`src/design/srrt_pkg.sv`:
```
// ----------------------------------------------------------------------------
// srrt_pkg
// Shared types, constants and helpers for the sorted range region table.
// ----------------------------------------------------------------------------
package srrt_pkg;

  // Table geometry.
  localparam int TABLE_DEPTH = 64;
  localparam int IDX_W       = $clog2(TABLE_DEPTH);
  localparam int CNT_W       = IDX_W + 1;
  localparam int ADDR_W      = 48;
  localparam int PAGE_BYTES  = 4096;
  localparam int PAGE_BITS   = $clog2(PAGE_BYTES);
  localparam int OBJ_W       = 16;
  localparam int MODE_W      = 5;

  // Request kinds.
  localparam logic [1:0] REQ_MAP    = 2'd0;
  localparam logic [1:0] REQ_UNMAP  = 2'd1;
  localparam logic [1:0] REQ_PROT   = 2'd2;
  localparam logic [1:0] REQ_LOOKUP = 2'd3;

  // Result status codes.
  localparam logic [2:0] ST_OK      = 3'd0;
  localparam logic [2:0] ST_BAD     = 3'd1;
  localparam logic [2:0] ST_OVERLAP = 3'd2;
  localparam logic [2:0] ST_FULL    = 3'd3;
  localparam logic [2:0] ST_NORANGE = 3'd4;
  localparam logic [2:0] ST_RIGHTS  = 3'd5;

  // One stored range: [lo, hi) with its backing object and mode bits.
  typedef struct packed {
    logic [ADDR_W-1:0] lo;
    logic [ADDR_W-1:0] hi;
    logic [OBJ_W-1:0]  obj;
    logic [ADDR_W-1:0] off;
    logic [MODE_W-1:0] mode;
  } entry_t;

  // One accepted request.
  typedef struct packed {
    logic [1:0]        req_type;
    logic [ADDR_W-1:0] addr;
    logic [ADDR_W-1:0] length;
    logic [OBJ_W-1:0]  region_object;
    logic [ADDR_W-1:0] object_offset;
    logic [2:0]        access_rights;
    logic [1:0]        inherit_mode;
    logic              write_access;
  } req_t;

  // One result.
  typedef struct packed {
    logic [2:0]        status;
    logic [OBJ_W-1:0]  hit_object;
    logic [ADDR_W-1:0] hit_offset;
    logic [CNT_W-1:0]  affected_count;
    logic [CNT_W-1:0]  entries_in_use;
  } res_t;

  // How one source entry turns into destination entries.
  typedef enum logic [3:0] {
    C_SKIP, C_COPY, C_DROP, C_UTRIML, C_UTRIMR, C_USPLIT, C_PFULL,
    C_PLEFT, C_PRIGHT, C_PMID, C_MINS, C_FULLSTOP
  } cls_e;

  // Controller to datapath commands.
  typedef struct packed {
    logic       load;
    logic       setup;
    logic       proc;
    logic       wr;
    logic [1:0] piece;
    logic       adv;
    logic       fin;
  } cmd_t;

  // Datapath to controller status.
  typedef struct packed {
    logic       bad;
    logic       empty;
    logic       last;
    logic       out_busy;
    logic [1:0] pieces;
  } sts_t;

  // Number of destination entries written for one source entry.
  function automatic logic [1:0] cls_pieces(cls_e c);
    logic [1:0] p;
    case (c)
      C_SKIP, C_DROP:                         p = 2'd0;
      C_USPLIT, C_PLEFT, C_PRIGHT, C_MINS:    p = 2'd2;
      C_PMID:                                 p = 2'd3;
      default:                                p = 2'd1;
    endcase
    return p;
  endfunction

endpackage

```
`src/design/srrt_ctrl.sv`:
```
// ----------------------------------------------------------------------------
// srrt_ctrl
// Sequencer: accepts a request, walks the table one entry at a time and
// hands the finished result to the output register.
// ----------------------------------------------------------------------------
module srrt_ctrl (
  input  logic           clk_i,
  input  logic           rst_ni,
  input  logic           in_valid_i,
  output logic           in_ready_o,
  input  srrt_pkg::sts_t sts_i,
  output srrt_pkg::cmd_t cmd_o
);
  import srrt_pkg::*;

  typedef enum logic [6:0] {
    S_IDLE  = 7'b0000001,
    S_SETUP = 7'b0000010,
    S_RD    = 7'b0000100,
    S_PROC  = 7'b0001000,
    S_EMIT1 = 7'b0010000,
    S_EMIT2 = 7'b0100000,
    S_FIN   = 7'b1000000
  } state_e;

  state_e state_q, state_d;

  // Next state and commands.
  always_comb begin
    state_d    = state_q;
    cmd_o      = '0;
    in_ready_o = 1'b0;
    case (state_q)
      S_IDLE: begin
        in_ready_o = 1'b1;
        if (in_valid_i) begin
          cmd_o.load = 1'b1;
          state_d    = S_SETUP;
        end
      end
      S_SETUP: begin
        cmd_o.setup = 1'b1;
        state_d     = (sts_i.bad || sts_i.empty) ? S_FIN : S_RD;
      end
      S_RD: begin
        state_d = S_PROC;
      end
      S_PROC: begin
        cmd_o.proc  = 1'b1;
        cmd_o.wr    = 1'b1;
        cmd_o.piece = 2'd0;
        if (sts_i.pieces >= 2'd2) begin
          state_d = S_EMIT1;
        end else begin
          cmd_o.adv = 1'b1;
          state_d   = sts_i.last ? S_FIN : S_RD;
        end
      end
      S_EMIT1: begin
        cmd_o.wr    = 1'b1;
        cmd_o.piece = 2'd1;
        if (sts_i.pieces == 2'd3) begin
          state_d = S_EMIT2;
        end else begin
          cmd_o.adv = 1'b1;
          state_d   = sts_i.last ? S_FIN : S_RD;
        end
      end
      S_EMIT2: begin
        cmd_o.wr    = 1'b1;
        cmd_o.piece = 2'd2;
        cmd_o.adv   = 1'b1;
        state_d     = sts_i.last ? S_FIN : S_RD;
      end
      S_FIN: begin
        if (!sts_i.out_busy) begin
          cmd_o.fin = 1'b1;
          state_d   = S_IDLE;
        end
      end
      default: begin
        state_d = S_IDLE;
      end
    endcase
  end

  // State register.
  always_ff @(posedge clk_i or negedge rst_ni) begin
    if (!rst_ni) begin
      state_q <= S_IDLE;
    end else begin
      state_q <= state_d;
    end
  end

endmodule

```
`config.mk`:
```
export PLATFORM = sky130hd
export DESIGN_NAME = srrt_ctrl
export DESIGN_NICKNAME = d
export VERILOG_FILES = /design/src/design/srrt_pkg.sv /design/src/design/srrt_ctrl.sv
export SDC_FILE = /design/constraint.sdc
export NUM_CORES = 1
export LEC_CHECK = 0
export BUFFER_PORTS_ARGS = -buffer_cell sky130_fd_sc_hd__buf_2
export CAP_MARGIN = 20
export CORE_ASPECT_RATIO = 0.9
export CORE_MARGIN = 2
export CORE_UTILIZATION = 25
export DETAILED_ROUTE_END_ITERATION = 6
export GPL_TIMING_DRIVEN = 1
export PLACE_DENSITY = 0.52
export SLEW_MARGIN = 5
export SYNTH_ARGS = -nofsm -noshare
export SYNTH_HDL_FRONTEND = slang
export SYNTH_SLANG_ARGS = --single-unit
```
`constraint.sdc`:
```
create_clock -name clk_i -period 1.6 [get_ports clk_i]
set_clock_uncertainty 0.2 [all_clocks]
set_input_delay 0.08 -clock clk_i [delete_from_list [all_inputs] [get_ports clk_i]]
set_output_delay 0.08 -clock clk_i [all_outputs]
set_load 0.02 [all_outputs]
```
==> run summary <==
Status -> finished, violations left
Violated checks -> negative setup slack
Post-synth EDFFs -> 0
DR WL/cell -> 12.7 um
Most frequent cells in the layout -> 16 x buf_4, 9 x dlygate4sd3_1, 8 x buf_2
Vias per Instance -> 4.58
Worst-Margin Slew -> 0.303 ns
WP data arrival -> 1.47 ns
Final Worst Setup Slack -> -0.147 ns
Ys flop type -> dfrtp_1
Area grow syn2layout -> 93.0%
Pwr dens -> 978 nW/um2
Final hold viol count -> 0
Total track usage -> 0.138
CTS tree -> built
Die area -> 2370 um2
Starting Density -> 0.263
Registers with the most flip-flops -> state_q: 7 flops
Unrepaired setup endpoints after global routing -> true
Via count -> 540
Total Routed Length -> 1500 um
Number of fill cells in the layout -> 190
Largest net degree at the start of global routing -> 8
Cell taking the most area after synthesis -> dfrtp_1
Setup CP Type -> reg -> out
Die X -> 51.0 um
Core ar. -> 1900 um2
I/O pins -> 18
Max-cap check violation count -> 0
Largest Register -> state_q
Clock Sinks -> 7
Max-slew violations -> 0
Synthesized flop and latch total -> 7
Placer Congestion -> 0.774
P_leak -> 0.423 nW
CP Launch Type -> flip-flop
Share of the synthesized area in the top cell type -> 0.302
Nets@finish -> 103
Cell variety after synth -> 30
GRT met2 Usage -> 0.229
Worst skew pair latency -> 0.26 ns
Ranking of synthesized cells by area -> dfrtp_1 30%, dfstp_2 5.3%, nor4bb_4 5.0%
Residual DRC -> 0
Worst R2R Path Depth -> 5
Clock H-tree levels -> 1
Top Usage Layer GRT -> met2
Syn_nets -> 60
Drt first pass iters -> 4
CP endpoint kind -> output pin
Vias in the first global route -> 499
Post-synth ARST share -> 1.00
Diodes inserted -> 0
Most common cell after layout, fill and taps aside -> buf_4
GR met3 Demand/Resource -> 0.0519
Clock root cell -> clkbuf_4
Antenna violations before repair -> 0
Total grt overflow -> 0
Cells after synthesis -> 51
Total power -> 0.940 mW
Period utilization -> 1.09
Headroom to the max-slew limit -> 0.796
Clock Tree Buf Depth -> 2
Initial DRC count -> 6
Fmax achieved -> 0.572 GHz
Max reg flops -> 7
Hold/Removal Path Class -> in -> async
Total CTS buffers -> 3
Post-layout util -> 0.507
Mapped Area -> 498 um2
Peak VDD IR -> 506 uV
GR Util met1 -> 0.178
Die height -> 46.3 um
Rows -> 15
CP required -> 1.32 ns
Max FO, Critical Path -> 6
Yosys warnings -> 0
I/O Buffers -> 17
Dpl hpwl -> 922 um
Sequential area share after synthesis -> 0.354
Final setup violating endpoints -> 6
Fraction of layout cells with a size suffix above 1 -> 0.624
Worst-path clk slew -> 0.06 ns
Crit path time final -> 1.75 ns
Syn Area/Cell -> 9.76 um2
First-pass GRT wire length -> 2370 um
Final antenna-violating net count -> 0
[logic make-up (layout without fill, tap and decap cells)]
group,Yosys count,in the layout,share of synthesized area
xor+xnor,2,2,0.0352
buf+inv,2,44,0.0251
simple gates,31,31,0.452
flops,7,7,0.354
compound gates,9,9,0.133
[synthesized netlist by cell type (all sizes together), types with 2 or more instances]
| library cell | n |
|---|---|
| a21oi | 2 |
| and2 | 2 |
| and4b | 4 |
| buf | 2 |
| dfrtp | 6 |
| nand2 | 4 |
| nand2b | 2 |
| nor2 | 6 |
| nor3 | 5 |
| o21ai | 2 |
| o22a | 2 |
| xnor2 | 2 |
[through the flow]
| stage | setup TNS [ns] | std cells | instance area [um2] | worst slack, ns | hold WS, ns |
|---|---|---|---|---|---|
| floorplan | 0 | 51 | 512 | 0.0407 | -0.416 |
| global placement | 0 | 97 | 661 | 0.0290 | -0.272 |
| detailed placement | 0 | 97 | 661 | 0.0116 | -0.277 |
| CTS | -0.524 | 117 | 927 | -0.131 | 0.0978 |
| global route | -1.03 | 118 | 961 | -0.216 | 0.0981 |
| finish | -0.530 | 118 | 961 | -0.147 | 0.101 |
[path summary, 6_finish.rpt]
path / from / to / slack [ns]
max: state_q[3]$_DFFE_PN0P_ / cmd_o[7] / -0.15
min: rst_ni / state_q[0]$_DFFE_PN1P_ / 0.10
max reg2reg: state_q[0]$_DFFE_PN1P_ / state_q[6]$_DFFE_PN0P_ / 0.04
min reg2reg: state_q[0]$_DFFE_PN1P_ / state_q[1]$_DFFE_PN0P_ / 0.45
max in group asynchronous: rst_ni / state_q[4]$_DFFE_PN0P_ / 0.35
min in group clk_i: sts_i[1] / state_q[2]$_DFFE_PN0P_ / 0.27
[worst max-delay path, cell delays in order, from the launching register on]
cell and delay (ns):
dfrtp_2 0.45, nor3_4 0.20, and2_4 0.19, and4b_4 0.24, buf_6 0.12
[what timing repair did]
item,in CTS,in global routing
pin swaps,10,7
hold buffers,9,0
cloned,0,0
hold endpoints to repair,13,0
gates resized for setup,26,7
buffers inserted,7,1
setup endpoints to repair,10,11
[metal layers]
| metal | part of all wire | wire length, um |
|---|---|---|
| met1 | 0.46 | 690 |
| met2 | 0.50 | 745 |
| met4 | 0.0033 | 5 |
| met3 | 0.039 | 59 |
| met5 | 0 | 0 |
[power breakdown]
group	internal (mW)	total (mW)	switching (mW)
Combinational	0.275	0.511	0.236
Clock	0.0921	0.170	0.0782
Sequential	0.214	0.259	0.0441
Total	0.582	0.940	0.358
[cell type report]
cell class | instances | area (um2) | share of cell area
clock buffers | 3 | 22.5 | 0.0234
clock inverters | 1 | 5.00 | 0.00521
repair buffers | 40 | 329 | 0.342
well taps | 25 | 31.3 | 0.0326
flip-flops and latches | 7 | 179 | 0.186
multi-input cells | 42 | 394 | 0.410
Power figures use the tool's default switching activity.
